`config.mk`:
```
export PLATFORM = sky130hd
export DESIGN_NAME = per_id_completion_tracker
export DESIGN_NICKNAME = d
export VERILOG_FILES = /design/src/design/pct_pkg.sv /design/src/design/pct_cnt_ram.sv /design/src/design/pct_lookup.sv /design/src/design/per_id_completion_tracker.sv
export SDC_FILE = /design/constraint.sdc
export NUM_CORES = 1
export LEC_CHECK = 0
export BUFFER_PORTS_ARGS = -buffer_cell sky130_fd_sc_hd__clkbuf_2
export CAP_MARGIN = 20
export CORE_ASPECT_RATIO = 2
export CORE_UTILIZATION = 51
export DETAILED_ROUTE_END_ITERATION = 7
export PLACE_DENSITY = 0.75
export SYNTH_ARGS = -nofsm -noshare
export SYNTH_HDL_FRONTEND = slang
export SYNTH_SLANG_ARGS = --single-unit
export TNS_END_PERCENT = 100
```
`constraint.sdc`:
```
create_clock -name clk_i -period 6.2 [get_ports clk_i]
set_input_delay 1.24 -clock clk_i [delete_from_list [all_inputs] [get_ports clk_i]]
set_output_delay 1.24 -clock clk_i [all_outputs]
set_load 0.01 [all_outputs]
```
`src/design/pct_pkg.sv`:
```
// Shared types for the per-id completion tracker.
// Used by pct_lookup and per_id_completion_tracker; no dependencies.
package pct_pkg;

  // Command codes carried on the cmd field of an item.
  typedef enum logic [1:0] {
    CMD_ADD_ISSUED = 2'd0,
    CMD_ADD_DONE   = 2'd1,
    CMD_QUERY      = 2'd2,
    CMD_REMOVE     = 2'd3
  } cmd_e;

  // Outcome of a key search over the table.
  typedef struct packed {
    logic hit;   // key is present in a valid slot
    logic room;  // at least one slot is free
  } lookup_t;

  // Slot update request applied when an item finishes.
  typedef struct packed {
    logic alloc;  // claim the slot for a new key
    logic clear;  // release the slot
  } tbl_upd_t;

endpackage

```
`src/design/pct_cnt_ram.sv`:
```
// Single-port-write, single-port-read synchronous RAM for the count pairs.
// Read data is registered. No dependencies.
module pct_cnt_ram #(
  parameter int DEPTH = 16,
  parameter int WIDTH = 32,
  parameter int ADDR_BITS = 4
) (
  input  logic                 clk_i,
  input  logic                 we_i,
  input  logic [ADDR_BITS-1:0] waddr_i,
  input  logic [WIDTH-1:0]     wdata_i,
  input  logic                 re_i,
  input  logic [ADDR_BITS-1:0] raddr_i,
  output logic [WIDTH-1:0]     rdata_o
);

  logic [WIDTH-1:0] mem_q [DEPTH];
  logic [WIDTH-1:0] rdata_q;

  // Write port and registered read port.
  always_ff @(posedge clk_i) begin
    if (we_i) begin
      mem_q[waddr_i] <= wdata_i;
    end
    if (re_i) begin
      rdata_q <= mem_q[raddr_i];
    end
  end

  assign rdata_o = rdata_q;

endmodule

```
`src/design/pct_lookup.sv`:
```
// Key store with per-slot valid bits and parallel match for the tracker.
// Depends on pct_pkg for the lookup result and update types.
module pct_lookup #(
  parameter int ENTRIES = 16,
  parameter int KEY_BITS = 16,
  parameter int IDX_BITS = 4
) (
  input  logic                  clk_i,
  input  logic                  rst_ni,
  input  logic [KEY_BITS-1:0]   key_i,
  output pct_pkg::lookup_t      res_o,
  output logic [IDX_BITS-1:0]   hit_idx_o,
  output logic [IDX_BITS-1:0]   free_idx_o,
  input  pct_pkg::tbl_upd_t     upd_i,
  input  logic [IDX_BITS-1:0]   upd_idx_i,
  input  logic [KEY_BITS-1:0]   upd_key_i
);

  logic [KEY_BITS-1:0] key_q [ENTRIES];
  logic [ENTRIES-1:0]  valid_q;
  logic [ENTRIES-1:0]  match;

  // Each slot compares its own key against the search key.
  always_comb begin
    for (int i = 0; i < ENTRIES; i++) begin
      match[i] = valid_q[i] && (key_q[i] == key_i);
    end
  end

  // Lowest matching slot and lowest free slot.
  always_comb begin
    hit_idx_o  = '0;
    free_idx_o = '0;
    for (int i = ENTRIES - 1; i >= 0; i--) begin
      if (match[i]) begin
        hit_idx_o = IDX_BITS'(i);
      end
      if (!valid_q[i]) begin
        free_idx_o = IDX_BITS'(i);
      end
    end
    res_o.hit  = |match;
    res_o.room = ~&valid_q;
  end

  // Valid bits clear on reset; keys are only read behind a valid bit.
  always_ff @(posedge clk_i or negedge rst_ni) begin
    if (!rst_ni) begin
      valid_q <= '0;
    end else if (upd_i.alloc) begin
      valid_q[upd_idx_i] <= 1'b1;
    end else if (upd_i.clear) begin
      valid_q[upd_idx_i] <= 1'b0;
    end
  end

  always_ff @(posedge clk_i) begin
    if (upd_i.alloc) begin
      key_q[upd_idx_i] <= upd_key_i;
    end
  end

endmodule

```
`src/design/per_id_completion_tracker.sv`:
```
// An item is accepted while the count RAM reads its slot; its result is then
// computed, written back and registered at the output, which a stall can delay.
// No new item is taken until the current one has finished its read-modify-write.
// Reset clears the valid bits, the occupancy count and the handshake state;
// the count RAM and key store are not cleared and need no clearing pass.
// Depends on pct_pkg, pct_lookup and pct_cnt_ram.
module per_id_completion_tracker #(
  parameter int ENTRIES = 16,
  parameter int KEY_BITS = 16,
  parameter int COUNT_BITS = 16
) (
  input  logic        clk_i,
  input  logic        rst_ni,
  input  logic        in_valid_i,
  output logic        in_stall_o,
  input  logic [1:0]  cmd_i,
  input  logic [15:0] conn_key_i,
  output logic        out_valid_o,
  input  logic        out_stall_i,
  output logic        hit_o,
  output logic        complete_o,
  output logic [15:0] issued_now_o,
  output logic [15:0] completed_now_o,
  output logic [4:0]  occupancy_o,
  output logic        overflow_o
);

  localparam int IdxBits = (ENTRIES > 1) ? $clog2(ENTRIES) : 1;
  localparam int OccBits = $clog2(ENTRIES + 1);

  // Handshake and stage registers.
  logic                  accept;
  logic                  finish;
  logic                  busy_q;
  logic                  out_valid_q;
  pct_pkg::cmd_e         cmd_q;
  pct_pkg::lookup_t      look_q;
  logic [IdxBits-1:0]    slot_q;
  logic [KEY_BITS-1:0]   key_q;
  logic [OccBits-1:0]    occ_q;
  logic [OccBits-1:0]    occ_d;

  // Search side.
  logic [KEY_BITS+15:0]  key_wide;
  logic [KEY_BITS-1:0]   key;
  pct_pkg::lookup_t      look;
  logic [IdxBits-1:0]    hit_idx;
  logic [IdxBits-1:0]    free_idx;

  // Count RAM side.
  logic [2*COUNT_BITS-1:0] rdata;
  logic [COUNT_BITS-1:0]   iss_rd;
  logic [COUNT_BITS-1:0]   cmp_rd;
  logic [COUNT_BITS-1:0]   iss_new;
  logic [COUNT_BITS-1:0]   cmp_new;
  logic                    wr_cnt;
  logic                    present;
  logic                    ovf;
  pct_pkg::tbl_upd_t       upd;
  pct_pkg::tbl_upd_t       upd_gated;

  // Result formatting.
  logic [COUNT_BITS-1:0]   iss_out;
  logic [COUNT_BITS-1:0]   cmp_out;
  logic [COUNT_BITS+15:0]  iss_wide;
  logic [COUNT_BITS+15:0]  cmp_wide;
  logic [OccBits+4:0]      occ_wide;

  function automatic logic [COUNT_BITS-1:0] sat_inc(input logic [COUNT_BITS-1:0] v);
    sat_inc = (&v) ? v : v + COUNT_BITS'(1);
  endfunction

  assign accept     = in_valid_i && !busy_q;
  assign finish     = busy_q && (!out_valid_q || !out_stall_i);
  assign in_stall_o = busy_q;

  // Only the low KEY_BITS of the key take part in the search.
  assign key_wide = {{KEY_BITS{1'b0}}, conn_key_i};
  assign key      = key_wide[KEY_BITS-1:0];

  pct_lookup #(
    .ENTRIES  (ENTRIES),
    .KEY_BITS (KEY_BITS),
    .IDX_BITS (IdxBits)
  ) u_lookup (
    .clk_i      (clk_i),
    .rst_ni     (rst_ni),
    .key_i      (key),
    .res_o      (look),
    .hit_idx_o  (hit_idx),
    .free_idx_o (free_idx),
    .upd_i      (upd_gated),
    .upd_idx_i  (slot_q),
    .upd_key_i  (key_q)
  );

  pct_cnt_ram #(
    .DEPTH     (ENTRIES),
    .WIDTH     (2 * COUNT_BITS),
    .ADDR_BITS (IdxBits)
  ) u_cnt_ram (
    .clk_i   (clk_i),
    .we_i    (wr_cnt && finish),
    .waddr_i (slot_q),
    .wdata_i ({iss_new, cmp_new}),
    .re_i    (accept),
    .raddr_i (look.hit ? hit_idx : free_idx),
    .rdata_o (rdata)
  );

  assign iss_rd = rdata[2*COUNT_BITS-1:COUNT_BITS];
  assign cmp_rd = rdata[COUNT_BITS-1:0];

  // Capture the command and the search outcome while the RAM reads the slot.
  always_ff @(posedge clk_i or negedge rst_ni) begin
    if (!rst_ni) begin
      busy_q <= 1'b0;
    end else if (accept) begin
      busy_q <= 1'b1;
    end else if (finish) begin
      busy_q <= 1'b0;
    end
  end

  always_ff @(posedge clk_i) begin
    if (accept) begin
      cmd_q  <= pct_pkg::cmd_e'(cmd_i);
      look_q <= look;
      slot_q <= look.hit ? hit_idx : free_idx;
      key_q  <= key;
    end
  end

  // Modify step: new counts, table update and result flags.
  always_comb begin
    iss_new = iss_rd;
    cmp_new = cmp_rd;
    wr_cnt  = 1'b0;
    present = 1'b0;
    ovf     = 1'b0;
    upd     = '0;
    unique case (cmd_q)
      pct_pkg::CMD_ADD_ISSUED: begin
        if (look_q.hit) begin
          iss_new = sat_inc(iss_rd);
          wr_cnt  = 1'b1;
          present = 1'b1;
        end else if (look_q.room) begin
          iss_new   = sat_inc('0);
          cmp_new   = '0;
          wr_cnt    = 1'b1;
          present   = 1'b1;
          upd.alloc = 1'b1;
        end else begin
          ovf = 1'b1;
        end
      end
      pct_pkg::CMD_ADD_DONE: begin
        if (look_q.hit) begin
          cmp_new = sat_inc(cmp_rd);
          wr_cnt  = 1'b1;
          present = 1'b1;
        end
      end
      pct_pkg::CMD_QUERY: begin
        present = look_q.hit;
      end
      pct_pkg::CMD_REMOVE: begin
        upd.clear = look_q.hit;
      end
      default: begin
        present = 1'b0;
      end
    endcase
  end

  assign upd_gated.alloc = upd.alloc && finish;
  assign upd_gated.clear = upd.clear && finish;

  // Occupancy after the command.
  always_comb begin
    occ_d = occ_q;
    if (upd.alloc) begin
      occ_d = occ_q + OccBits'(1);
    end else if (upd.clear) begin
      occ_d = occ_q - OccBits'(1);
    end
  end

  always_ff @(posedge clk_i or negedge rst_ni) begin
    if (!rst_ni) begin
      occ_q <= '0;
    end else if (finish) begin
      occ_q <= occ_d;
    end
  end

  assign iss_out  = present ? iss_new : '0;
  assign cmp_out  = present ? cmp_new : '0;
  assign iss_wide = {16'b0, iss_out};
  assign cmp_wide = {16'b0, cmp_out};
  assign occ_wide = {5'b0, occ_d};

  // Output register: holds a result until the consumer takes it.
  always_ff @(posedge clk_i or negedge rst_ni) begin
    if (!rst_ni) begin
      out_valid_q <= 1'b0;
    end else if (finish) begin
      out_valid_q <= 1'b1;
    end else if (!out_stall_i) begin
      out_valid_q <= 1'b0;
    end
  end

  always_ff @(posedge clk_i) begin
    if (finish) begin
      hit_o           <= look_q.hit;
      complete_o      <= present && (iss_new == cmp_new);
      issued_now_o    <= iss_wide[15:0];
      completed_now_o <= cmp_wide[15:0];
      occupancy_o     <= occ_wide[4:0];
      overflow_o      <= ovf;
    end
  end

  assign out_valid_o = out_valid_q;

endmodule

```
==> impl_summary.txt <==
----------------------------------------------------
[Outcome]
  Run status ... complete, no violations

[Clocking]
  TritonCTS clock tree ... yes
  Number of buffers inserted for hold repair after clock tree synthesis ... 0
  Buffer depth of the longest clock path ... 3
  Register clock-pin slew on the reported worst setup and hold paths ... ~0.070 ns
  Count of clock tree sinks ... a little under 900
  Skew-Pair Late Insertion Delay ... 0.66 ns
  Total CTS buffers ... 73
  Post-cts resize count ... 0
  Clock H-tree levels ... 3
  Cell chosen for the clock root ... clkbuf_16
  Setup Fix Bufs, Post-CTS ... 0

[Drt]
  Number of DRC violations after detailed routing ... 0
  Final ANT Viol Nets ... 0
  Via count ... about 25000
  Routed via count divided by cell count ... approximately 6.4
  Routed wire length per instance ... 27.32 µm
  Number of detailed-routing iterations run before antenna repair ... 6
  Detailed router's first-iteration violation count ... between 2000 and 3000
  Overall routed net length ... 108400 µm

[GRT]
  Wire length of the first global-routing pass ... around 160000 µm
  Number of antenna violations at the first check in global routing ... 0
  Number of global-route vias before repair ... 25570
  Global-route usage over all layers ... roughly 29%
  Global-route congestion overflow total ... 0
  Largest net degree at the start of global routing ... about 150

[Synthesis]
  Synthesized net count ... just under 3000
  Proportion of synthesized chip area in sequential cells ... 69.59%
  Number of synthesized register bits ... approximately 890
  Synth unique cells ... between 60 and 70
  Top FF cell, synth ... edfxtp_1
  Number of flops mapped to enable cells by yosys ... roughly 860
  Mean Syn Cell Area ... 13.14 µm²
  Synthesized instance count ... 2901
  Async set-or-reset flop fraction in the synthesized netlist ... 2.593%
  Synth Cell Area ... 38110 µm²
  Warning count from the yosys run ... 0

[Worst setup path]
  Endpoint kind of the worst setup timing path ... register
  FF-to-FF path depth ... 13
  Startpoint of the most critical register-to-register path ... cmd_q[1]
  Arrival time worst endpoint ... roughly 5.4 ns
  Maximum fanout along the worst path ... 70
  Setup slack of the most critical reg-to-reg path ... roughly 2.0 ns
  Classification of the worst setup path ... in2reg
  Critical path required time ... about 6.7 ns
  R2R Path End ... complete_o
  Startpoint types ... input pin

[Cells and area]
  Fraction of layout cells with a size suffix above 1 ... approximately a tenth
  Area growth from synthesis to layout ... 10.29%
  Final nets ... ~3000
  Highest-count cells in the layout ignoring fill and taps ... edfxtp_1 (864), nand2_1 (588), a21oi_1 (280)
  Non-filler cells, final ... 3967
  Most frequent standard cell in the layout excluding fill and tap cells ... edfxtp_1
  Share of the core filled with cells ... a little under three fifths

[Timing]
  Transition time at the pin with the least slew margin ... approximately 1.2 ns
  Setup TNS ... 0 ns
  Worst-case clock skew ... roughly 0.03 ns
  Relative slew slack ... roughly 20%
  Crit path time final ... 4.952 ns
  Final slew viol count ... 0
  RSZ-0062 raised after global routing ... no
  Maximum operating frequency ... slightly above 200 MHz
  Number of setup violations in the final report ... 0
  Tcrit/Tclk final ... between 70% and 80%
  Number of hold-slack violations in the final timing report ... 0

[Die]
  DIE HEIGHT ... 388.6 µm
  Core Rows ... between 100 and 150
  Initial core utilization ... between 50% and 60%
  Die Span X ... 195.3 µm
  Top-Level Pins ... 64
  Std-Cell Core Area ... roughly 74000 µm²
  Die footprint ... around 76000 µm²

[Power and ir drop]
  Leakage power ... between 10 and 15 nW
  Power spent charging and discharging nets ... a little over 4 mW
  Power per unit of standard cell area ... 346.6 nW/µm²
  Share of power burned in registers ... between 50% and 60%
  Maximum ir drop on the vdd rail ... approximately 0.3 mV
  Clock share of power ... 32.1%
  Int Power ... 10.41 mW
  Sw Share ... roughly 29%
  Gate power share ... between 10% and 20%

[Placed design]
  Number of buffers inserted by port buffering ... 63
  Number of cells after detailed placement ... 3825
  RePlAce Congestion ... 1.031
  Post-DP HPWL ... around 66000 µm

[Min path]
  Hold path cells ... 1
  Hold Crit Endpoint ... occ_q[4]
  Hold WC Path Type ... reg2reg
  Hold path startpoint ... occ_q[4]

[Job]
  Number of maximum-capacitance violations ... 0

----------------------------------------------------
==> cell usage after synthesis, types with 3 or more instances <==
library cell	instances	share of area, %
edfxtp_1	864	68
nand2_1	589	5.8
a21oi_1	282	3.7
xor2_1	184	4.2
o211ai_1	135	2.7
xnor2_1	95	2.2
nor2_1	86	0.85
nand4_1	77	1.3
nor4_1	65	1.1
buf_2	53	0.70
o21ai_0	52	0.68
nand3_1	49	0.64
buf_4	40	0.79
buf_6	38	1.1
clkbuf_1	28	0.28
and2_1	27	0.44
or4_1	27	0.53
dfrtp_1	23	1.5
inv_1	21	0.21
nor3_1	19	0.25
nand2b_1	18	0.30
nor2b_1	11	0.18
o31ai_1	9	0.18
ha_1	8	0.26
or3_1	8	0.13
a21o_1	7	0.14
and4_1	7	0.16
and3_1	6	0.099
nand4b_1	6	0.14
nor4bb_1	6	0.16
nor3b_1	5	0.099
o21a_1	5	0.099
a21boi_0	4	0.079
a31oi_1	4	0.066
a41oi_1	3	0.069
buf_1	3	0.030
mux2i_1	3	0.079
nand3b_1	3	0.059
==> stage by stage <==
step | power [mW] | setup slack (ns) | hold WS [ns] | cell area (µm²)
2_1_floorplan | 8.889 | 0.04171 | 0.4244 | 38110
3_3_place_gp | 9.867 | 0.6347 | 0.5133 | 39510
3_5_place_dp | 9.946 | 0.5987 | 0.5223 | 39570
4_1_cts | 14.55 | 1.304 | 0.5370 | 41950
5_1_grt | 14.96 | 1.068 | 0.5516 | 42030
6_report | 14.57 | 1.248 | 0.5320 | 42030
==> worst max-delay path, stage by stage <==
cell and delay [ns]:
clkbuf_2 0.42, buf_4 0.35, xor2_1 0.18, nor4_1 0.41
nand2_1 0.14, nor4_1 0.59, or4_1 0.22, a21oi_1 0.07
nand2b_4 0.35, inv_6 0.56, buf_12 0.28, nand2_1 0.09
a21oi_1 0.19, o211ai_1 0.15, nand4_1 0.15
==> area by class of cell <==
class                           instances  area, µm²
Clock inverter                         43      420.4
Tap cell                              929       1162
Timing Repair Buffer                  163       1270
Fill cell                            5639      31890
Antenna cell                            1      2.502
Sequential cell                       887      26520
Multi-Input combinational cell       1828      10600
Inverter                               24      97.59
Clock buffer                           92       1959
==> per-layer routing <==
layer / GRT usage [%] / wire length (µm) / vias to the layer above / share of wire (%)
li1: - / - / 10850 / -
met1: 30.96 / 35020 / 12400 / 32
met2: 50.57 / 55630 / 1548 / 51
met3: 4.694 / 8595 / 511 / 7.9
met4: 21.66 / 9139 / 0 / 8.4
met5: 0 / 0 / - / 0
==> power groups by stage <==
stage                     Sequential [mW]  Combinational [mW]  Clock (mW)
after CTS                            7.80                2.04        4.71
after floorplan                      7.72                1.17           0
after global placement               7.91                1.95           0
final                                7.82                2.07        4.68
after global routing                 7.83                2.21        4.91
after detailed placement             7.92                2.02           0
==> worst max path at each step <==
stage	slack (ns)	cells past startpoint	endpoint	from
floorplan	0.04	4	u_cnt_ram.mem_q[11][0]	out_stall_i
global placement	0.63	16	u_cnt_ram.rdata_o[24]	conn_key_i[0]
detailed placement	0.60	16	u_cnt_ram.rdata_o[16]	conn_key_i[0]
CTS	1.30	16	u_cnt_ram.rdata_o[23]	conn_key_i[0]
global route	1.07	15	u_cnt_ram.rdata_o[2]	conn_key_i[8]
finish	1.25	15	u_cnt_ram.rdata_o[13]	conn_key_i[8]
==> state kept, by name, summed over array words and instances, names as in the netlist, 2 cells and up, named ones only <==
register	flops
u_cnt_ram.mem_q	512
u_lookup.key_q	256
u_cnt_ram.rdata_o	32
completed_now_o	16
issued_now_o	16
key_q	16
occ_q	5
occupancy_o	5
slot_q	4
cmd_q	2
look_q	2
==> logic make-up (layout without fill, tap and decap cells) <==
family | after synthesis | after routing | share of synthesized area, %
AND/OR/NAND/NOR | 1018 | 1018 | 12.38
flip-flops | 887 | 887 | 69.59
AO/OA/AOI/OAI | 518 | 518 | 8.060
XOR/XNOR | 279 | 279 | 6.412
buffers and inverters | 186 | 322 | 3.155
adder cells (fa/ha/maj) | 8 | 8 | 0.2627
multiplexers | 5 | 5 | 0.1379
other | 0 | 1 | 0
(Power assumes the default switching activity.)
